--- src/rtl/core/ibl_pkg.sv ---
`default_nettype none
// ----------------------------------------------------------------------------
// ibl_pkg
// Shared types and fixed field widths of the interpolated blend lookup.
// ----------------------------------------------------------------------------
package ibl_pkg;

    // Fixed field widths
    localparam int SLOT_WIDTH  = 4;
    localparam int COUNT_WIDTH = 5;
    localparam int BLEND_WIDTH = 16;

    // Blend factor is Q1.15: shift out 15 bits, rounding by half an LSB
    localparam int BLEND_SHIFT = 15;
    localparam int ROUND_HALF  = 16384;

    // Operation codes of an input transaction
    typedef enum logic {
        OP_WRITE = 1'b0,
        OP_QUERY = 1'b1
    } t_op;

    // Status of the shared divider
    typedef struct packed {
        logic busy;
        logic done;
    } t_div_stat;

endpackage
`default_nettype wire

--- src/rtl/core/ibl_div.sv ---
`default_nettype none
// ----------------------------------------------------------------------------
// ibl_div
// Restoring divider, one quotient bit per cycle. Divides a 2*WIDTH-bit
// dividend by a WIDTH-bit divisor whose quotient is known to fit WIDTH bits.
// ----------------------------------------------------------------------------
module ibl_div #(
    parameter int WIDTH = 16
) (
    input  logic                  i_clk,
    input  logic                  i_rst_n,
    input  logic                  i_start,
    input  logic [2*WIDTH-1:0]    i_dividend,
    input  logic [WIDTH-1:0]      i_divisor,
    output logic [WIDTH-1:0]      o_quotient,
    output ibl_pkg::t_div_stat    o_stat
);
    import ibl_pkg::*;

    localparam int CW = $clog2(WIDTH);

    logic [WIDTH-1:0] r_rem;
    logic [WIDTH-1:0] r_quo;
    logic [CW-1:0]    r_cnt;
    logic             r_busy;
    logic             r_done;

    logic [WIDTH:0]   trial;
    logic [WIDTH:0]   trial_diff;
    logic             trial_ge;

    // One step: bring down the next dividend bit, subtract if it fits
    assign trial      = {r_rem, r_quo[WIDTH-1]};
    assign trial_diff = trial - {1'b0, i_divisor};
    assign trial_ge   = (trial >= {1'b0, i_divisor});

    // Sequencing; done pulses the cycle after the last step
    always_ff @(posedge i_clk) begin
        if (!i_rst_n) begin
            r_busy <= 1'b0;
            r_done <= 1'b0;
            r_cnt  <= '0;
        end else begin
            r_done <= r_busy && !i_start && (r_cnt == '0);
            if (i_start) begin
                r_busy <= 1'b1;
                r_cnt  <= CW'(WIDTH - 1);
            end else if (r_busy) begin
                r_cnt <= r_cnt - 1'b1;
                if (r_cnt == '0) begin
                    r_busy <= 1'b0;
                end
            end
        end
    end

    // Remainder and quotient shift register
    always_ff @(posedge i_clk) begin
        if (i_start) begin
            r_rem <= i_dividend[2*WIDTH-1:WIDTH];
            r_quo <= i_dividend[WIDTH-1:0];
        end else if (r_busy) begin
            r_rem <= trial_ge ? trial_diff[WIDTH-1:0] : trial[WIDTH-1:0];
            r_quo <= {r_quo[WIDTH-2:0], trial_ge};
        end
    end

    assign o_quotient  = r_quo;
    assign o_stat.busy = r_busy;
    assign o_stat.done = r_done;

endmodule
`default_nettype wire

--- src/rtl/core/interpolated_blend_lookup.sv ---
`default_nettype none
// ----------------------------------------------------------------------------
// interpolated_blend_lookup
// Breakpoint table with linear interpolation of two curves and a final blend.
// ----------------------------------------------------------------------------
// A write transaction stores one breakpoint (key, alpha, omega) and returns
// nothing. A query walks the table one entry per cycle from slot 0. When the
// search stops on a key or outside the table, that entry's alpha and omega are
// blended as they are; otherwise alpha and omega are interpolated through one
// shared multiplier and one shared bit-serial divider, which runs once per
// curve, and the two are blended with the same multiplier.
// The input is not ready while a query is in progress; a finished result sits
// in the output register and the next transaction may be taken meanwhile.
// Table contents are undefined until written; entries_in_use must only be
// changed while the block is idle.
// ----------------------------------------------------------------------------
module interpolated_blend_lookup #(
    parameter int MAX_ENTRIES = 16,
    parameter int VALUE_WIDTH = 16
) (
    input  logic                                 i_clk,
    input  logic                                 i_rst_n,
    // Input transaction channel
    input  logic                                 i_valid,
    output logic                                 o_ready,
    input  logic                                 i_operation,
    input  logic [ibl_pkg::SLOT_WIDTH-1:0]       i_entry_slot,
    input  logic signed [VALUE_WIDTH-1:0]        i_entry_key,
    input  logic signed [VALUE_WIDTH-1:0]        i_entry_alpha,
    input  logic signed [VALUE_WIDTH-1:0]        i_entry_omega,
    input  logic signed [VALUE_WIDTH-1:0]        i_query_level,
    input  logic [ibl_pkg::BLEND_WIDTH-1:0]      i_blend_factor,
    // Result channel
    output logic                                 o_valid,
    input  logic                                 i_ready,
    output logic signed [VALUE_WIDTH-1:0]        o_blended_value,
    output logic                                 o_saturated,
    // Configuration: entries_in_use
    input  logic                                 i_cfg_we,
    input  logic [ibl_pkg::COUNT_WIDTH-1:0]      i_cfg_wdata
);
    import ibl_pkg::*;

    localparam int VW = VALUE_WIDTH;
    localparam int AW = (MAX_ENTRIES > 1) ? $clog2(MAX_ENTRIES) : 1;
    localparam int XW = (AW > SLOT_WIDTH) ? AW : SLOT_WIDTH;
    localparam int EW = 3 * VW;
    localparam int MA = VW + 1;
    localparam int MB = (VW + 1 > BLEND_WIDTH + 1) ? VW + 1 : BLEND_WIDTH + 1;
    localparam int PW = MA + MB;
    localparam int TW = PW - BLEND_SHIFT;
    localparam int RW = TW + 1;

    localparam logic signed [VW-1:0] VMAX = {1'b0, {(VW-1){1'b1}}};
    localparam logic signed [VW-1:0] VMIN = {1'b1, {(VW-1){1'b0}}};

    typedef enum logic [6:0] {
        S_IDLE   = 7'b0000001,
        S_SEARCH = 7'b0000010,
        S_LDIFF  = 7'b0000100,
        S_BDIFF  = 7'b0001000,
        S_MUL    = 7'b0010000,
        S_DIV    = 7'b0100000,
        S_SAT    = 7'b1000000
    } t_state;

    t_state                   r_state;
    logic [COUNT_WIDTH-1:0]   r_entries_in_use;

    logic [EW-1:0]            mem [MAX_ENTRIES];
    logic [EW-1:0]            r_rd;
    logic [AW-1:0]            r_addr;
    logic [AW-1:0]            r_rd_idx;
    logic                     r_rd_vld;
    logic [AW-1:0]            r_last;

    logic signed [VW-1:0]     r_level;
    logic [BLEND_WIDTH-1:0]   r_blend;
    logic signed [VW-1:0]     r_prev_key;
    logic signed [VW-1:0]     r_prev_alpha;
    logic signed [VW-1:0]     r_prev_omega;
    logic [VW-1:0]            r_dl;
    logic [VW-1:0]            r_dd;
    logic                     r_sel;
    logic                     r_blend_phase;
    logic signed [VW-1:0]     r_v0;
    logic                     r_neg;
    logic signed [MA-1:0]     r_mul_a;
    logic signed [MB-1:0]     r_mul_b;
    logic signed [PW-1:0]     r_prod;
    logic                     r_div_go;
    logic signed [VW-1:0]     r_a;
    logic signed [VW-1:0]     r_o;
    logic                     r_out_valid;
    logic signed [VW-1:0]     r_out_value;
    logic                     r_out_sat;

    logic                     in_acc;
    logic [XW-1:0]            slot_x;
    logic                     wr_en;
    logic                     rd_en;
    logic [AW-1:0]            last_n;
    logic signed [VW-1:0]     rd_key;
    logic signed [VW-1:0]     rd_alpha;
    logic signed [VW-1:0]     rd_omega;
    logic                     hit;
    logic                     exact;
    logic                     stop;
    logic                     interp;
    logic [VW:0]              dl_w;
    logic [VW:0]              dd_w;
    logic signed [VW-1:0]     v0;
    logic signed [VW-1:0]     v1;
    logic [VW:0]              dv;
    logic [VW:0]              dv_abs;
    logic [VW:0]              bdiff;
    logic [VW-1:0]            quo;
    logic [VW-1:0]            lerp_val;
    t_div_stat                div_stat;
    logic signed [PW-1:0]     rnd;
    logic signed [TW-1:0]     term;
    logic signed [RW-1:0]     res;
    logic                     sat_hi;
    logic                     sat_lo;
    logic                     out_load;

    // Handshake
    assign o_ready = (r_state == S_IDLE);
    assign in_acc  = i_valid && o_ready;
    assign o_valid = r_out_valid;

    // Configuration register
    always_ff @(posedge i_clk) begin
        if (!i_rst_n) begin
            r_entries_in_use <= COUNT_WIDTH'(1);
        end else if (i_cfg_we) begin
            r_entries_in_use <= i_cfg_wdata;
        end
    end

    // Last slot searched: zero acts as one, anything past the table as full
    always_comb begin
        if (r_entries_in_use == '0) begin
            last_n = '0;
        end else if (32'(r_entries_in_use) > 32'(MAX_ENTRIES)) begin
            last_n = AW'(MAX_ENTRIES - 1);
        end else begin
            last_n = AW'(r_entries_in_use - 1'b1);
        end
    end

    // Breakpoint memory: written on a write transaction, read during the walk
    assign slot_x = XW'(i_entry_slot);
    assign wr_en  = in_acc && (i_operation == OP_WRITE)
                    && ({1'b0, slot_x} < (XW + 1)'(MAX_ENTRIES));
    assign rd_en  = (r_state == S_SEARCH) && !stop;

    always_ff @(posedge i_clk) begin
        if (wr_en) begin
            mem[slot_x[AW-1:0]] <= {i_entry_key, i_entry_alpha, i_entry_omega};
        end
        if (rd_en) begin
            r_rd     <= mem[r_addr];
            r_rd_idx <= r_addr;
        end
    end

    assign rd_key   = r_rd[EW-1 -: VW];
    assign rd_alpha = r_rd[2*VW-1 -: VW];
    assign rd_omega = r_rd[VW-1:0];

    // Search compare on the entry just read
    assign hit    = (r_level <= rd_key);
    assign exact  = (r_level == rd_key);
    assign stop   = (r_state == S_SEARCH) && r_rd_vld && (hit || (r_rd_idx == r_last));
    assign interp = hit && !((r_rd_idx == '0) || exact);

    assign dl_w = {r_level[VW-1], r_level} - {r_prev_key[VW-1], r_prev_key};
    assign dd_w = {rd_key[VW-1], rd_key} - {r_prev_key[VW-1], r_prev_key};

    // Curve difference for the interpolation of alpha, then omega
    assign v0     = r_sel ? r_prev_omega : r_prev_alpha;
    assign v1     = r_sel ? rd_omega : rd_alpha;
    assign dv     = {v1[VW-1], v1} - {v0[VW-1], v0};
    assign dv_abs = dv[VW] ? (~dv + 1'b1) : dv;

    // Difference for the blend
    assign bdiff = {r_a[VW-1], r_a} - {r_o[VW-1], r_o};

    // Shared divider
    ibl_div #(
        .WIDTH      (VW)
    ) u_div (
        .i_clk      (i_clk),
        .i_rst_n    (i_rst_n),
        .i_start    (r_div_go),
        .i_dividend (r_prod[2*VW-1:0]),
        .i_divisor  (r_dd),
        .o_quotient (quo),
        .o_stat     (div_stat)
    );

    assign lerp_val = r_neg ? (r_v0 - quo) : (r_v0 + quo);

    // Rounding, blend sum and saturation
    assign rnd      = r_prod + signed'(PW'(ROUND_HALF));
    assign term     = rnd[PW-1:BLEND_SHIFT];
    assign res      = RW'(term) + RW'(r_o);
    assign sat_hi   = (res > RW'(VMAX));
    assign sat_lo   = (res < RW'(VMIN));
    assign out_load = (r_state == S_SAT) && (!r_out_valid || i_ready);

    // Sequencer
    always_ff @(posedge i_clk) begin
        if (!i_rst_n) begin
            r_state     <= S_IDLE;
            r_out_valid <= 1'b0;
            r_div_go    <= 1'b0;
        end else begin
            // divider kicks off as the interpolation product lands
            r_div_go <= (r_state == S_MUL) && !r_blend_phase;
            if (out_load) begin
                r_out_valid <= 1'b1;
            end else if (r_out_valid && i_ready) begin
                r_out_valid <= 1'b0;
            end
            unique case (r_state)
                S_IDLE: begin
                    if (in_acc && (i_operation == OP_QUERY)) begin
                        r_state <= S_SEARCH;
                    end
                end
                S_SEARCH: begin
                    if (stop) begin
                        r_state <= interp ? S_LDIFF : S_BDIFF;
                    end
                end
                S_LDIFF: begin
                    r_state <= S_MUL;
                end
                S_BDIFF: begin
                    r_state <= S_MUL;
                end
                S_MUL: begin
                    if (r_blend_phase) begin
                        r_state <= S_SAT;
                    end else begin
                        r_state <= S_DIV;
                    end
                end
                S_DIV: begin
                    if (div_stat.done) begin
                        r_state <= r_sel ? S_BDIFF : S_LDIFF;
                    end
                end
                S_SAT: begin
                    if (out_load) begin
                        r_state <= S_IDLE;
                    end
                end
                default: begin
                    r_state <= S_IDLE;
                end
            endcase
        end
    end

    // Datapath registers
    always_ff @(posedge i_clk) begin
        unique case (r_state)
            S_IDLE: begin
                if (in_acc) begin
                    r_level  <= i_query_level;
                    r_blend  <= i_blend_factor;
                    r_last   <= last_n;
                    r_addr   <= '0;
                    r_rd_vld <= 1'b0;
                end
            end
            S_SEARCH: begin
                r_addr   <= r_addr + 1'b1;
                r_rd_vld <= 1'b1;
                if (r_rd_vld) begin
                    if (stop) begin
                        if (interp) begin
                            r_dl  <= dl_w[VW-1:0];
                            r_dd  <= dd_w[VW-1:0];
                            r_sel <= 1'b0;
                        end else begin
                            r_a <= rd_alpha;
                            r_o <= rd_omega;
                        end
                    end else begin
                        r_prev_key   <= rd_key;
                        r_prev_alpha <= rd_alpha;
                        r_prev_omega <= rd_omega;
                    end
                end
            end
            S_LDIFF: begin
                r_v0          <= v0;
                r_neg         <= dv[VW];
                r_mul_a       <= {1'b0, dv_abs[VW-1:0]};
                r_mul_b       <= MB'(r_dl);
                r_blend_phase <= 1'b0;
            end
            S_BDIFF: begin
                r_mul_a       <= bdiff;
                r_mul_b       <= MB'(r_blend);
                r_blend_phase <= 1'b1;
            end
            S_MUL: begin
                r_prod <= r_mul_a * r_mul_b;
            end
            S_DIV: begin
                if (div_stat.done) begin
                    if (r_sel) begin
                        r_o <= lerp_val;
                    end else begin
                        r_a   <= lerp_val;
                        r_sel <= 1'b1;
                    end
                end
            end
            S_SAT: begin
                if (out_load) begin
                    r_out_value <= sat_hi ? VMAX : (sat_lo ? VMIN : res[VW-1:0]);
                    r_out_sat   <= sat_hi || sat_lo;
                end
            end
            default: begin
            end
        endcase
    end

    assign o_blended_value = r_out_value;
    assign o_saturated     = r_out_sat;

    // Checks
    a_div_done_in_div: assert property (@(posedge i_clk) disable iff (!i_rst_n)
        div_stat.done |-> (r_state == S_DIV))
        else $error("divider finished outside the divide step");

    a_search_bound: assert property (@(posedge i_clk) disable iff (!i_rst_n)
        (r_state == S_SEARCH && r_rd_vld) |-> (r_rd_idx <= r_last))
        else $error("table walk went past the last entry in use");

    a_lerp_order: assert property (@(posedge i_clk) disable iff (!i_rst_n)
        (r_state == S_LDIFF) |-> (r_dl < r_dd))
        else $error("interpolation offset not below key span");

    a_div_start: assert property (@(posedge i_clk) disable iff (!i_rst_n)
        r_div_go |-> (!div_stat.busy && (r_prod[2*VW-1:VW] < r_dd)))
        else $error("divider started busy or with an oversized quotient");

endmodule
`default_nettype wire
--- config.mk ---
export PLATFORM = sky130hd
export DESIGN_NAME = interpolated_blend_lookup
export DESIGN_NICKNAME = d
export VERILOG_FILES = /design/src/rtl/core/ibl_pkg.sv /design/src/rtl/core/ibl_div.sv /design/src/rtl/core/interpolated_blend_lookup.sv
export SDC_FILE = /design/constraint.sdc
export NUM_CORES = 2
export LEC_CHECK = 0
export BUFFER_PORTS_ARGS = -buffer_cell sky130_fd_sc_hd__buf_4
export CORE_MARGIN = 5
export CORE_UTILIZATION = 45
export CTS_CLUSTER_SIZE = 8
export DETAILED_ROUTE_END_ITERATION = 10
export GPL_TIMING_DRIVEN = 0
export PLACE_DENSITY_LB_ADDON = 0.25
export RECOVER_POWER = 100
export SYNTH_ARGS = -nofsm -noshare
export SYNTH_HDL_FRONTEND = slang
export SYNTH_SLANG_ARGS = --single-unit
--- constraint.sdc ---
create_clock -name i_clk -period 12.7 [get_ports i_clk]
set_input_delay 3.81 -clock i_clk [delete_from_list [all_inputs] [get_ports i_clk]]
set_output_delay 3.81 -clock i_clk [all_outputs]
set_load 0.05 [all_outputs]
==> impl_summary.txt <==
----------------------------------------------------
[Run status]
  Result of the run ... finished with violations
  Failing checks ... capacitance limit, slew limit

[Detailed routing]
  Remaining routing DRC violations ... 0
  Total Routed Length ... 148000 um
  Initial DRC count ... 2456
  Antenna-violating nets left ... 0
  Via total after detailed routing ... 33852
  Avg Vias per Cell ... 5.47
  Router iterations before antenna repair ... 6
  Wire per inst ... 23.9 um

[Clocking]
  Number of clock sinks seen by CTS ... 1128
  Clock transition time at the flip-flop clock pins of the worst setup and hold paths ... 0.05 ns
  CTS Hold Bufs ... 0
  Clock root cell ... sky130_fd_sc_hd__clkbuf_16
  Clock buffer count from CTS ... 159
  Total number of H-tree levels ... 4
  Post-CTS resize count ... 0
  Post-CTS setup repair buffer count ... 0
  Clock insertion delay at the later pin of the skew report ... 0.74 ns
  Maximum number of buffers from clock root to sink ... 3
  Clock tree from TritonCTS ... done

[Power]
  Static leakage power ... 24.6 nW
  Total chip power ... 8.64 mW
  Ratio of total power to cell area ... 129 nW/um^2
  VDD IR max ... 126 uV

[Timing]
  Worst hold slack ... 0.467 ns
  Crit path time final ... 8.58 ns
  RSZ-0062 raised after global routing ... no
  Worst-case headroom to the max-slew limit ... -84.9%
  Hold Violations, Final ... 0
  Finish-stage setup viols ... 0
  Transition time at the pin with the least slew margin ... 2.76 ns
  Max Slew Vio Count ... 603
  Max Clock Skew ... 0.0352 ns
  Fmax ... 117 MHz
  Crit share post-route ... 67.5%

[Synthesis]
  Net count of the mapped netlist ... 4668
  Register area share after synthesis ... 56.7%
  Number of storage elements in the synthesis netlist ... 1128
  Number of cells produced by synthesis ... 4066
  EDFF count, synth ... 1108
  Netlist Area Pre-Place ... 59400 um^2
  Mean post-synth cell area ... 14.6 um^2
  Share of flip-flops with an asynchronous set or reset ... 0%
  Yosys warns ... 0
  Count of different cell masters after synthesis ... 85
  Most common flop cell mapped by yosys ... sky130_fd_sc_hd__edfxtp_1

[Placed design]
  IO buf count ... 111
  DP Wirelength ... 108000 um
  Standard cell area after detailed placement ... 63500 um^2
  Weighted congestion reported at the end of routability-driven placement ... 0.912

[Floorplan]
  Die area ... 139000 um^2
  Vertical die dimension ... 373 um
  Top-level port count ... 114
  Number of core rows ... 133
  Die Wd ... 373 um
  Placeable core region ... 131000 um^2
  Initial Utilization ... 45.2%

[Setup path]
  Worst Setup Start Kind ... primary input
  Max Fanout on Critical Path ... 19
  Critical Path AT ... 8.91 ns
  Data required time of the critical path ... 13.04 ns
  Worst setup EP type ... register
  Kind of critical path ... in -> reg

[Global routing]
  Tot GR Track Use ... 21.3%
  Largest net degree at the start of global routing ... 37
  Initial antenna violation count ... 12
  Global-route wire length before repair ... 224000 um
  Global-route congestion overflow total ... 0
  Vias in the first global route ... 35416

[Worst hold path]
  Tightest Hold Check Type ... reg -> reg

[Finish]
  Fraction of final layout cells sized beyond drive strength 1 ... 12.2%
  Finished layout cell area ... 66700 um^2
  Net count reported at finish ... 4998
  Syn-to-layout area delta ... 12.3%
  Post-layout util ... 50.8%

[Run]
  Max-cap violations ... 32

----------------------------------------------------
==> path summary, 6_finish.rpt <==
| path | start | to | slack, ns | cells after the start |
|---|---|---|---|---|
| setup / recovery | i_valid | mem[10][15]$_DFFE_PP_ | 4.12 | 7 |
| hold / removal | r_addr[2]$_SDFFCE_PN0P_ | r_rd_idx[2]$_DFFE_PP_ | 0.47 | 0 |
| setup reg to reg | r_mul_b[8]$_DFFE_PP_ | r_prod[25]$_DFFE_PN_ | 5.31 | 20 |
| hold reg to reg | r_addr[2]$_SDFFCE_PN0P_ | r_rd_idx[2]$_DFFE_PP_ | 0.47 | 0 |
==> cells by family (layout without fill, tap and decap cells) <==
logic type / count (synthesis) / in the layout / share of synthesized area, %
DFF: 1128 / 1128 / 56.7
adders and majority gates: 507 / 507 / 14.3
muxes: 326 / 326 / 10.7
other: 0 / 6 / 0
AOI/OAI and AO/OA: 425 / 425 / 4.87
buffers and inverters: 642 / 1002 / 4.09
and+or+nand+nor: 882 / 882 / 7.11
xor gates and xnor gates: 156 / 156 / 2.30
==> report_power, final <==
part           internal [mW]  switching (mW)  total [mW]  leakage, nW
Combinational          0.289           0.389       0.679         12.4
Clock                   2.27            1.51        3.78         2.12
Sequential              4.16          0.0223        4.18         10.2
==> stage by stage <==
stage | setup slack [ns] | instances | setup TNS (ns)
after floorplan | 4.68 | 4066 | 0
after global placement | -0.144 | 5932 | -20.71
after detailed placement | 5.39 | 5990 | 0
after CTS | 5.30 | 6181 | 0
after global routing | 3.93 | 6181 | 0
final | 4.12 | 6187 | 0
==> worst max-delay path, cell delays in order <==
cell and delay (ns):
sky130_fd_sc_hd__clkbuf_1 0.27, sky130_fd_sc_hd__nand2_1 0.28, sky130_fd_sc_hd__nor3_1 0.34, sky130_fd_sc_hd__nand2_1 0.18, sky130_fd_sc_hd__nor2_1 1.77, sky130_fd_sc_hd__clkbuf_1 1.19, sky130_fd_sc_hd__clkbuf_1 1.01
==> synthesized netlist by cell type, types with 9 or more instances <==
library cell / number / area [um^2]
sky130_fd_sc_hd__edfxtp_1: 1108 / 33300
sky130_fd_sc_hd__inv_1: 511 / 1920
sky130_fd_sc_hd__nand2_1: 351 / 1320
sky130_fd_sc_hd__fa_1: 286 / 5730
sky130_fd_sc_hd__mux4_2: 240 / 5410
sky130_fd_sc_hd__ha_1: 221 / 2770
sky130_fd_sc_hd__nor2_1: 152 / 571
sky130_fd_sc_hd__and2_1: 129 / 807
sky130_fd_sc_hd__xnor2_1: 123 / 1080
sky130_fd_sc_hd__clkbuf_1: 104 / 390
sky130_fd_sc_hd__a21oi_1: 102 / 510
sky130_fd_sc_hd__o21ai_0: 84 / 420
sky130_fd_sc_hd__mux2_2: 55 / 619
sky130_fd_sc_hd__a21o_1: 53 / 398
sky130_fd_sc_hd__nor3_1: 45 / 225
sky130_fd_sc_hd__nand3_1: 44 / 220
sky130_fd_sc_hd__nor2b_1: 33 / 206
sky130_fd_sc_hd__xor2_1: 33 / 289
sky130_fd_sc_hd__mux2i_1: 31 / 310
sky130_fd_sc_hd__nand2b_1: 28 / 175
sky130_fd_sc_hd__o21a_1: 25 / 188
sky130_fd_sc_hd__and3_1: 20 / 125
sky130_fd_sc_hd__dfxtp_1: 20 / 400
sky130_fd_sc_hd__buf_1: 17 / 63.8
sky130_fd_sc_hd__nand4_1: 16 / 100
sky130_fd_sc_hd__o211ai_1: 16 / 120
sky130_fd_sc_hd__a211oi_1: 15 / 113
sky130_fd_sc_hd__or3_1: 15 / 93.8
sky130_fd_sc_hd__nor3b_1: 13 / 97.6
sky130_fd_sc_hd__a21boi_0: 11 / 82.6
sky130_fd_sc_hd__a211o_1: 9 / 78.8
sky130_fd_sc_hd__a31oi_1: 9 / 56.3
sky130_fd_sc_hd__nor4_1: 9 / 56.3
==> sequential cells by signal, summed over array words and instances (netlist names), 17 cells and up <==
| name | flops |
|---|---|
| mem | 768 |
| r_rd | 48 |
| r_prod | 34 |
| r_mul_a | 17 |
==> layout by cell type, fill, tap and decap left out, drive strengths merged, types with 9 or more instances in the layout <==
cell type,n
ha,221
nand3,44
dfxtp,20
xnor2,123
a21oi,105
o21a,25
o211ai,18
mux4,240
edfxtp,1108
a211o,9
mux2,55
or3,16
a2111oi,9
fa,286
nor3,46
nand4,16
a31oi,11
nor4,9
nand2b,28
nor3b,13
clkbuf,456
nand2,351
a211oi,21
o31ai,9
xor2,33
and3,20
o21ai,89
and2,129
a21boi,13
inv,517
nor2,152
a21o,53
clkinv,11
buf,18
mux2i,31
nor2b,33
==> layout make-up <==
cell class / instances / area (um^2)
Clock buffer: 177 / 4110
Tap cell: 1755 / 2200
Antenna cell: 6 / 15.0
Timing Repair Buffer: 169 / 788
Sequential cell: 1128 / 33700
Inverter: 514 / 1930
Buffer: 128 / 492
Clock inverter: 14 / 251
Fill cell: 11036 / 64600
Multi-Input combinational cell: 2296 / 23300
==> metal layers <==
metal | up-vias | GRT usage (%) | part of all wire, %
li1 | 15349 | - | -
met1 | 17287 | 27.3 | 41
met2 | 984 | 37.7 | 51
met3 | 228 | 3.34 | 5.4
met4 | 4 | 6.17 | 2.8
met5 | - | 0 | 0.023
(Power assumes the default switching activity.)
